===== src/rtl/srcf_pkg.sv =====
// Shared types and constants for the stereo rate converter.
// Holds the item structs, opcodes and divider control struct; no dependencies.
`default_nettype none

package srcf_pkg;

  localparam int SAMPLE_BITS = 24;
  localparam int CFG_BITS    = 3;

  localparam logic [CFG_BITS-1:0] CFG_RESET = 3'd3;

  localparam logic OP_FRAME = 1'b0;
  localparam logic OP_PUSH  = 1'b1;

  typedef logic signed [SAMPLE_BITS-1:0] sample_t;

  typedef struct packed {
    logic    opcode;
    sample_t host_left;
    sample_t host_right;
    sample_t ret_left;
    sample_t ret_right;
  } srcf_in_t;

  typedef struct packed {
    sample_t out_left;
    sample_t out_right;
    logic    dec_valid;
    sample_t dec_left;
    sample_t dec_right;
    logic    underrun;
    logic    push_dropped;
  } srcf_out_t;

  typedef struct packed {
    logic load;
    logic step;
  } div_ctl_t;

endpackage

`default_nettype wire


===== src/rtl/srcf_sdiv.sv =====
// Bit-serial signed divider by a small unsigned factor, truncating toward zero.
// One quotient bit per step; depends on srcf_pkg for the sample type.
`default_nettype none

module srcf_sdiv
  import srcf_pkg::*;
#(
  parameter int NW = 27,
  parameter int FB = 3
) (
  input  wire logic                 clk,
  input  wire div_ctl_t             ctl,
  input  wire logic signed [NW-1:0] num,
  input  wire logic        [FB-1:0] den,
  output sample_t                   quo
);

  logic          neg_r;
  logic [NW-1:0] mag_r;
  logic [FB-1:0] rem_r;

  logic [NW-1:0] mag_in;
  logic [FB:0]   rem_sh;
  logic          ge;
  logic [FB:0]   rem_new;
  sample_t       q_mag;

  assign mag_in  = num[NW-1] ? (~num + NW'(1)) : num;
  assign rem_sh  = {rem_r, mag_r[NW-1]};
  assign ge      = (rem_sh >= {1'b0, den});
  assign rem_new = ge ? (rem_sh - {1'b0, den}) : rem_sh;

  always_ff @(posedge clk) begin
    if (ctl.load) begin
      neg_r <= num[NW-1];
      mag_r <= mag_in;
      rem_r <= '0;
    end else if (ctl.step) begin
      mag_r <= {mag_r[NW-2:0], ge};
      rem_r <= rem_new[FB-1:0];
    end
  end

  assign q_mag = mag_r[SAMPLE_BITS-1:0];
  assign quo   = neg_r ? (~q_mag + SAMPLE_BITS'(1)) : q_mag;

endmodule

`default_nettype wire


===== config.mk =====
export PLATFORM = sky130hd
export DESIGN_NAME = srcf_sdiv
export DESIGN_NICKNAME = d
export VERILOG_FILES = /design/src/rtl/srcf_pkg.sv /design/src/rtl/srcf_sdiv.sv
export SDC_FILE = /design/constraint.sdc
export NUM_CORES = 1
export LEC_CHECK = 0
export ABC_AREA = 1
export BUFFER_PORTS_ARGS = -buffer_cell sky130_fd_sc_hd__buf_4
export CAP_MARGIN = 0
export CELL_PAD_IN_SITES_DETAIL_PLACEMENT = 1
export CELL_PAD_IN_SITES_GLOBAL_PLACEMENT = 1
export CORE_MARGIN = 2
export CORE_UTILIZATION = 40
export CTS_CLUSTER_SIZE = 40
export DETAILED_ROUTE_END_ITERATION = 7
export PLACE_DENSITY = 0.86
export SYNTH_ARGS = -nofsm -noshare
export SYNTH_HDL_FRONTEND = slang
export SYNTH_SLANG_ARGS = --single-unit

===== constraint.sdc =====
create_clock -name clk -period 1.75 [get_ports clk]
set_input_delay 0 -clock clk [delete_from_list [all_inputs] [get_ports clk]]
set_output_delay 0 -clock clk [all_outputs]
set_load 0.005 [all_outputs]

==> results.yml, run 1 <==
critical_path:
  r2r_slack_ns: 0.14
  r2r-start: "mag_r[26]$_DFFE_PP_"
  endpoint: "quo[11]"
  required_ns: 1.75
  r2r-end: "rem_r[1]$_SDFFE_PP0P_"
  crit_start: "mag_r[8]$_DFFE_PP_"
  cpPeakStageDelay_ns: 0.49
  path_common_cell: "buf_6"
  crit_chain: "nor2_2, nand2_2, o31ai_4, buf_6, buf_6, xnor2_2, buf_4"
  cp-end-kind: "output pin"
  start_kind: "flip-flop"
  critPathArrivalTime_ns: 1.82
  crit_fanout: 7
  slowest_stage: "edfxtp_1"
  critPathKind: "reg2out"
  r2r_cells: 9
synth:
  synth_top_family_by_area: "simple AND/OR/NAND/NOR gates"
  synth_area_mm2: 0.00283
  synth_ff_type: "edfxtp_1"
  synthCells: 397
  synthArstFlopShare_pct: 0
  yosysWarnings: 0
  synthAdderAreaFrac_pct: 2.92
  synth_mux_area_share_pct: 0
  syn_area_per_cell_um2: 7.12
  synth_area_leaders: "edfxtp_1, nand2_1, nand3_1"
  synth_xor_area_share_pct: 8.99
  synth_top_area_share_pct: 29.7
  synthTopCellsByCount: "nand2_1, nand3_1, nor2_1"
  post-synth-top-count-cell: "nand2_1"
  yosys.cell_types.count: 36
  synth_compound_area_share_pct: 12.5
  yosysSeqAreaShare_pct: 31.9
  yosysTopAreaCell: "edfxtp_1"
  synth_edf_count: 28
  syn_nets: 436
  yosys.area_share.simple_pct: 35.6
  synth-seq-cells: 31
floorplan:
  initial_core_util_pct: 41.4
  die_x_um: 88.1
  io_pins: 57
  rows: 30
  core_area_mm2: 0.00683
  dieHeight_um: 88.1
  dieArea_mm2: 0.00775
final_layout:
  drive_above_1_share_pct: 31.3
  antenna_cells: 0
  area_growth_pct: 32.8
  fin_util_pct: 54.9
  final_nets: 515
pwr:
  p_int_mw: 1.70
  combPwrFrac_pct: 41.9
  vdd_drop_max_v: 0.000344
  swShare_pct: 36.6
  p_per_area_mw_per_mm2: 713
  p_leak_nw: 1.67
  power_frac_clock_pct: 19.9
  finalPower_mw: 2.67
  switchingPower_mw: 0.978
  seqPwrFrac_pct: 38.2
sta:
  tightest_slew_ns: 0.443
  period_share_pct: 104
  setup_ws_ns: -0.0705
  finalMaxSlewViolations: 0
  finalHoldViolCount: 0
  rsz0062_at_grt: "yes"
  fin_worst_skew_ns: 0.00890
  min_period_ns: 1.82
  slew_headroom_pct: 70.1
  setup_viol: 10
  fmax_ghz: 0.549
global_route:
  grt_use_total_pct: 23.5
  overflow: 0
  grt_pass1_wl_um: 14200
  antenna_found_initial: 0
  grt_max_degree: 31
  grt_pass1_vias: 3017
min_path:
  hold_path.startpoint: "ctl[0]"
  holdPathStages: 3
  hp-class: "in2reg"
route:
  avgRoutedWirePerCell_um: 16.5
  drt.antenna.violating_nets: 0
  route.vias.total: 3018
  routed_wl_um: 9420
  drt-initial-drc-count: 176
  drt_first_pass_iters: 4
  drc: 0
  via_per_inst: 5.28
clock_tree:
  tritoncts: "yes"
  clk_pin_slew_ns: 0.07
  root_buffer: "clkbuf_8"
  clk_latency_ns: 0.28
  cts.sinks: 31
  ctsLongestPathBuffers: 2
  ctsHtreeMaxLevel: 2
  numCtsBuffers: 5
placement:
  place_congestion: 0.879
  port_buffers: 56
  post-dp-hpwl_um: 6680
outcome:
  failed_checks: "setup timing"
  status: "complete, but fails checks"
flow_run:
  maxCapViolations: 0
cells by family (layout without fill, tap and decap cells):
logic type      Yosys count  count (layout)
buf+inv                  55             134
compound gates           57              57
flops                    31              31
fa+ha+maj                 6               6
simple gates            219             219
xor+xnor                 29              29
worst max-delay path: cells and delay by family, from the launching register on:
| kind | cells | cell delay, ns |
|---|---|---|
| compound gates | 1 | 0.27 |
| xor+xnor | 1 | 0.09 |
| buf+inv | 3 | 0.42 |
| flops | 1 | 0.49 |
| simple gates | 2 | 0.27 |
layout by cell type (no fill, tap or decap), types with 2 or more instances in the layout:
cell type	instances
o31ai_1	2
ha_1	4
nand4_1	12
nand3_2	6
o21ai_0	20
edfxtp_1	28
a21oi_2	2
nand2_1	86
buf_6	5
clkbuf_8	5
dfxtp_1	3
nand2_2	11
nand3_4	2
inv_1	33
xor2_1	20
xnor2_1	8
o21ai_2	3
inv_2	9
nor2_4	6
a31oi_1	3
nand2_4	2
o21ai_1	15
a21oi_1	8
nor2_2	10
nor3_2	2
buf_4	77
nand3_1	42
nor2_1	37
how the worst min path moves through the flow:
stage / to
after floorplan: neg_r$_DFFE_PP_
after detailed placement: rem_r[1]$_SDFFE_PP0P_
final: rem_r[2]$_SDFFE_PP0P_
after global placement: rem_r[1]$_SDFFE_PP0P_
after global routing: rem_r[2]$_SDFFE_PP0P_
after CTS: rem_r[2]$_SDFFE_PP0P_
state kept, by name, indices dropped and copies added, names as in the netlist:
| name | flops |
|---|---|
| neg_r | 1 |
| mag_r | 27 |
| rem_r | 3 |
power groups by stage:
stage          clock network [mW]  logic [mW]  registers (mW)
2_1_floorplan                   0       0.543            1.00
3_3_place_gp                    0       0.888            1.03
3_5_place_dp                    0       0.931            1.03
4_1_cts                     0.542       0.990            1.01
5_1_grt                     0.576        1.23            1.03
6_report                    0.531        1.12            1.02
through the flow:
step / instances / hold slack, ns / setup TNS [ns] / cell area (um^2) / setup WS [ns]
3_3_place_gp: 544 / 0.286 / 0 / 3360 / 0.187
4_1_cts: 558 / 0.0104 / -0.0447 / 3540 / -0.0238
2_1_floorplan: 397 / 0.0989 / 0 / 2830 / 0.243
3_5_place_dp: 544 / 0.300 / 0 / 3360 / 0.0650
6_report: 572 / 0.0102 / -0.337 / 3750 / -0.0705
5_1_grt: 572 / 0.0227 / -1.25 / 3750 / -0.128
metal layers:
layer	track usage, %	up-vias	routed length (um)
met5	0	-	0
met4	9.09	0	291
met3	3.20	23	321
met2	42.1	83	4830
met1	28.6	1436	3970
li1	-	1476	-
layout make-up:
cell class	count	area (um^2)
clock buffers	5	68.8
flip-flops and latches	31	901
well taps	96	120
multi-input cells	311	1820
fillers	905	3080
inverters	43	165
clock inverters	2	8.76
repair buffers	84	664
timing repair:
action,4_1_cts,5_1_grt
pin swaps,5,9
hold buffers,1,0
buffers inserted,6,14
endpoints found under the hold margin,1,0
endpoints found under the setup margin,15,22
gates resized for setup,11,28
Note: power is estimated with default switching activity, not from simulation.
==> inputs of run 2 (changes only) <==
CORE_UTILIZATION = 41   (was 40)
CTS_BUF_LIST = sky130_fd_sc_hd__clkbuf_8   (was unset)
PLACE_DENSITY = 0.88   (was 0.86)
==> results.yml, run 2 (synthesis gave the netlist of run 1 again) <==
pwr:
  p_per_area_mw_per_mm2: 740
  vdd_drop_max_v: 0.000363
  p_leak_nw: 1.69
final_layout:
  fin_util_pct: 55.5
  largest_register_ffs: 27
  fillers: 871
  fin_cells: 558
  mostFrequentLayoutCells: "nand2_1, buf_4, nand3_1, nor2_1, inv_1"
  antenna_cells: 0
  largestRegisters: "mag_r (27), rem_r (3), neg_r (1)"
  multi_input_area_mm2: 0.00181
  layout_commonest_cell: "nand2_1"
  drive_above_1_share_pct: 30.8
  area_growth_pct: 32.0
  top_register: "mag_r"
  regArea_um2: 901
  final_nets: 517
outcome:
  failed_checks: "hold timing, setup timing"
  status: "complete, but fails checks"
critical_path:
  required_ns: 1.75
  r2r-start: "mag_r[26]$_DFFE_PP_"
  r2r_cells: 9
  crit_fanout: 6
  cpPeakStageDelay_ns: 0.41
  start_kind: "flip-flop"
  path_common_cell: "nand2_1"
  crit_family: "simple AND/OR/NAND/NOR gates"
  path_buf_inv: 3
  r2r_slack_ns: 0.10
  critPathKind: "reg2out"
  cp-end-kind: "output pin"
  critPathArrivalTime_ns: 1.97
  crit_chain: "inv_2, buf_6, nand3_4, o31ai_4, nand2_1, nand2_1, nand2_1, buf_6"
  r2r-end: "rem_r[0]$_SDFFE_PP0P_"
  slowest_stage: "edfxtp_1"
sta:
  setup_viol: 11
  fmax_ghz: 0.509
  fin_worst_skew_ns: 0.00602
  slew_headroom_pct: 64.8
  min_period_ns: 1.97
  finalHoldViolCount: 1
  rsz0062_at_grt: "yes"
  period_share_pct: 112
  fin_worst_hold_slack_ns: -0.00235
  tightest_slew_ns: 0.522
  finalMaxSlewViolations: 0
  setup_ws_ns: -0.216
clock_tree:
  cts.sinks: 31
  tritoncts: "yes"
  root_buffer: "clkbuf_8"
  ctsLongestPathBuffers: 2
  clk_latency_ns: 0.30
  ctsHtreeMaxLevel: 2
  numCtsBuffers: 5
  clk_pin_slew_ns: 0.08
global_route:
  grt_use_total_pct: 25.1
  grt_pass1_wl_um: 14800
  grt_max_degree: 31
  antenna_found_initial: 0
  grt_pass1_vias: 3115
  overflow: 0
min_path:
  hold_path.startpoint: "ctl[0]"
  whs_endpoint: "rem_r[2]$_SDFFE_PP0P_"
  hp-class: "in2reg"
  holdPathStages: 3
route:
  avgRoutedWirePerCell_um: 18.1
  drt-initial-drc-count: 224
  drt.antenna.violating_nets: 0
  drc: 0
  route.vias.total: 3117
  drt_first_pass_iters: 4
  via_per_inst: 5.59
  routed_wl_um: 10100
placement:
  place_ws_ns: 0.0408
  post-dp-hpwl_um: 6450
  dp_cells: 525
  place_congestion: 0.881
  port_buffers: 56
floorplan:
  initial_core_util_pct: 42.1
  rows: 30
  io_pins: 57
  die_x_um: 87.0
  dieArea_mm2: 0.00757
  core_area_mm2: 0.00672
  dieHeight_um: 87.0
flow_run:
  maxCapViolations: 0
-- run 2: changes by cell type in the layout (fill, tap and decap cells not counted), sizes merged --
cell,previous run,this run
dlygate4sd3,1,0
buf,83,86
-- run 2: report_power, final --
group | total [mW] | switching [mW] | internal, mW | leakage, nW
logic | 1.14 | 0.624 | 0.520 | 1.33
registers | 1.03 | 0.108 | 0.923 | 0.316
clock network | 0.584 | 0.319 | 0.265 | 0.0414
total | 2.76 | 1.05 | 1.71 | 1.69
-- run 2: worst register-to-register path: stages (launching register included) --
cell and delay (ns):
edfxtp_1 0.35, inv_1 0.05, ha_1 0.18, fa_1 0.37, inv_1 0.09, nand2_1 0.09
nand3_2 0.12, a21oi_1 0.08, o21ai_1 0.11, o22ai_1 0.09
-- run 2: layout make-up --
class | instances | share of cell area [%]
clock buffer | 5 | 1.85
tap | 80 | 2.68
sequential | 31 | 24.2
timing repair buffer | 86 | 18.0
multi-input combinational | 311 | 48.6
inverter | 43 | 4.43
clock inverter | 2 | 0.235
-- run 2: repair_timing --
item / CTS / global route
pin swaps: 5 / 18
gates resized for setup: 13 / 24
endpoints found under the setup margin: 13 / 22
hold buffers: 0 / 0
setup buffers: 13 / 13
-- run 2: how the worst max path moves through the flow --
stage	from	end	slack, ns	cells after the start
2_1_floorplan	mag_r[26]$_DFFE_PP_	rem_r[0]$_SDFFE_PP0P_	0.24	9
3_3_place_gp	mag_r[26]$_DFFE_PP_	rem_r[0]$_SDFFE_PP0P_	0.17	9
3_5_place_dp	mag_r[26]$_DFFE_PP_	rem_r[0]$_SDFFE_PP0P_	0.04	9
4_1_cts	mag_r[4]$_DFFE_PP_	quo[19]	-0.03	7
5_1_grt	mag_r[0]$_DFFE_PP_	quo[13]	-0.27	8
6_report	mag_r[0]$_DFFE_PP_	quo[13]	-0.22	8
-- run 2: through the flow --
stage / power [mW] / instance area [um^2] / TNS [ns]
after floorplan: 1.55 / 2830 / 0
after global placement: 1.90 / 3320 / 0
after detailed placement: 1.95 / 3320 / 0
after CTS: 2.58 / 3550 / -0.0817
after global routing: 2.91 / 3730 / -2.12
final: 2.76 / 3730 / -1.06
-- run 2: metal layers --
metal	vias up	global-route usage, %	wire, um
met5	-	0	0
met4	0	11.9	281
met3	22	3.03	376
met2	83	45.7	5340
met1	1537	28.9	4120
li1	1475	-	-
==> inputs of run 3 (changes only) <==
RECOVER_POWER = 25   (was unset)
==> results.yml, run 3 (synthesis gave the netlist of run 1 again) <==
outcome:
  failed_checks: "setup timing"
  status: "complete, but fails checks"
pwr:
  seqPwrFrac_pct: 37.4
  p_int_mw: 1.70
  power_frac_clock_pct: 21.3
  vdd_drop_max_v: 0.000366
  p_per_area_mw_per_mm2: 743
  combPwrFrac_pct: 41.3
  finalPower_mw: 2.76
  swShare_pct: 38.2
  p_leak_nw: 1.68
  switchingPower_mw: 1.05
final_layout:
  largestRegisters: "mag_r (27), rem_r (3), neg_r (1)"
  final_nets: 517
  area_growth_pct: 31.4
  layout_commonest_cell: "nand2_1"
  antenna_cells: 0
  fillers: 874
  drive_above_1_share_pct: 30.3
  top_register: "mag_r"
  largest_register_ffs: 27
  mostFrequentLayoutCells: "nand2_1, buf_4, nand3_1, nor2_1, inv_1"
floorplan:
  die_x_um: 87.0
  core_area_mm2: 0.00672
  dieHeight_um: 87.0
  io_pins: 57
  dieArea_mm2: 0.00757
  initial_core_util_pct: 42.1
  rows: 30
sta:
  fin_worst_hold_slack_ns: 0.00146
  finalSetupTns_ns: -1.13
  fin_worst_skew_ns: 0.00592
  period_share_pct: 112
  fmax_ghz: 0.509
  finalHoldViolCount: 0
  slew_headroom_pct: 18.9
  tightest_slew_ns: 1.22
  rsz0062_at_grt: "yes"
  setup_viol: 13
  finalMaxSlewViolations: 0
  setup_ws_ns: -0.214
  min_period_ns: 1.96
clock_tree:
  clk_pin_slew_ns: 0.08
  holdBufCountCts: 0
  cts.sinks: 31
  numCtsBuffers: 5
  ctsLongestPathBuffers: 2
  ctsHtreeMaxLevel: 2
  root_buffer: "clkbuf_8"
  tritoncts: "yes"
  clk_latency_ns: 0.30
placement:
  port_buffers: 56
  post-dp-hpwl_um: 6450
  place_ws_ns: 0.0408
  place_congestion: 0.881
min_path:
  hp-class: "in2reg"
route:
  drt_first_pass_iters: 4
  routed_wl_um: 10100
  avgRoutedWirePerCell_um: 18.1
  drt-initial-drc-count: 155
  drc: 0
  route.vias.total: 3100
  drt.antenna.violating_nets: 0
  via_per_inst: 5.56
global_route:
  grt_pass1_wl_um: 14800
  overflow: 0
  grt_use_total_pct: 25.1
  antenna_found_initial: 0
  grt_max_degree: 31
  grt_pass1_vias: 3115
critical_path:
  required_ns: 1.75
  path_common_cell: "nand2_1"
  cp-end-kind: "output pin"
  slowest_stage: "edfxtp_1"
  crit_chain: "inv_2, buf_6, nand3_4, o31ai_4, nand2_1, nand2_1, nand2_1, buf_6"
  cpPeakStageDelay_ns: 0.41
  crit_fanout: 6
  critPathArrivalTime_ns: 1.96
  start_kind: "flip-flop"
  critPathKind: "reg2out"
flow_run:
  maxCapViolations: 0
==> run 3: cell count changes in the layout (fill, tap and decap cells not counted), sizes merged <==
cell    change
buf         -2
clkbuf      +2
==> run 3: critical path, delay by kind of cell, from the launching register on <==
kind / cells / cell delay, ns
AND/OR/NAND/NOR: 4 / 0.46
flip-flops: 1 / 0.41
AO/OA/AOI/OAI: 1 / 0.41
buffers and inverters: 3 / 0.38
==> run 3: power by group through the flow <==
stage	clock network (mW)	registers, mW	logic [mW]
2_1_floorplan	0	1.00	0.543
3_3_place_gp	0	1.03	0.870
3_5_place_dp	0	1.04	0.909
4_1_cts	0.559	1.01	1.01
5_1_grt	0.621	1.04	1.24
6_report	0.588	1.03	1.14
==> run 3: final cells by class <==
class	count	area [um^2]	area share, %
Clock buffer	5	68.8	1.85
Tap cell	80	100	2.70
Inverter	43	165	4.45
Multi-Input combinational cell	311	1810	48.8
Timing Repair Buffer	86	657	17.7
Sequential cell	31	901	24.3
Clock inverter	2	8.76	0.236
==> run 3: repair_timing <==
| item | in CTS | in global routing |
|---|---|---|
| gates resized for setup | 13 | 24 |
| buffers inserted | 13 | 13 |
| setup endpoints to repair | 13 | 22 |
| hold endpoints to repair | 0 | 0 |
| pin swaps | 5 | 18 |
==> run 3: routing by layer <==
| layer | share of wire, % | vias to the layer above | track usage (%) |
|---|---|---|---|
| li1 | - | 1477 | - |
| met1 | 40 | 1518 | 28.9 |
| met2 | 53 | 83 | 45.7 |
| met3 | 4.0 | 22 | 3.03 |
| met4 | 2.7 | 0 | 11.9 |
| met5 | 0 | - | 0 |
==> run 3: final timing paths <==
path / from / end / slack [ns] / cells after the start
setup / recovery: mag_r[0]$_DFFE_PP_ / quo[13] / -0.21 / 8
setup reg to reg: mag_r[26]$_DFFE_PP_ / rem_r[0]$_SDFFE_PP0P_ / 0.06 / 9
hold reg to reg: rem_r[2]$_SDFFE_PP0P_ / rem_r[2]$_SDFFE_PP0P_ / 0.50 / 2
hold / removal: ctl[0] / rem_r[2]$_SDFFE_PP0P_ / 0.001 / 3
==> run 3: stage by stage <==
stage,area [um^2],util (%),instances
global route,3710,55.3,558
detailed placement,3320,49.4,525
CTS,3550,52.9,545
global placement,3320,49.4,525
floorplan,2830,-,397
finish,3710,55.3,558
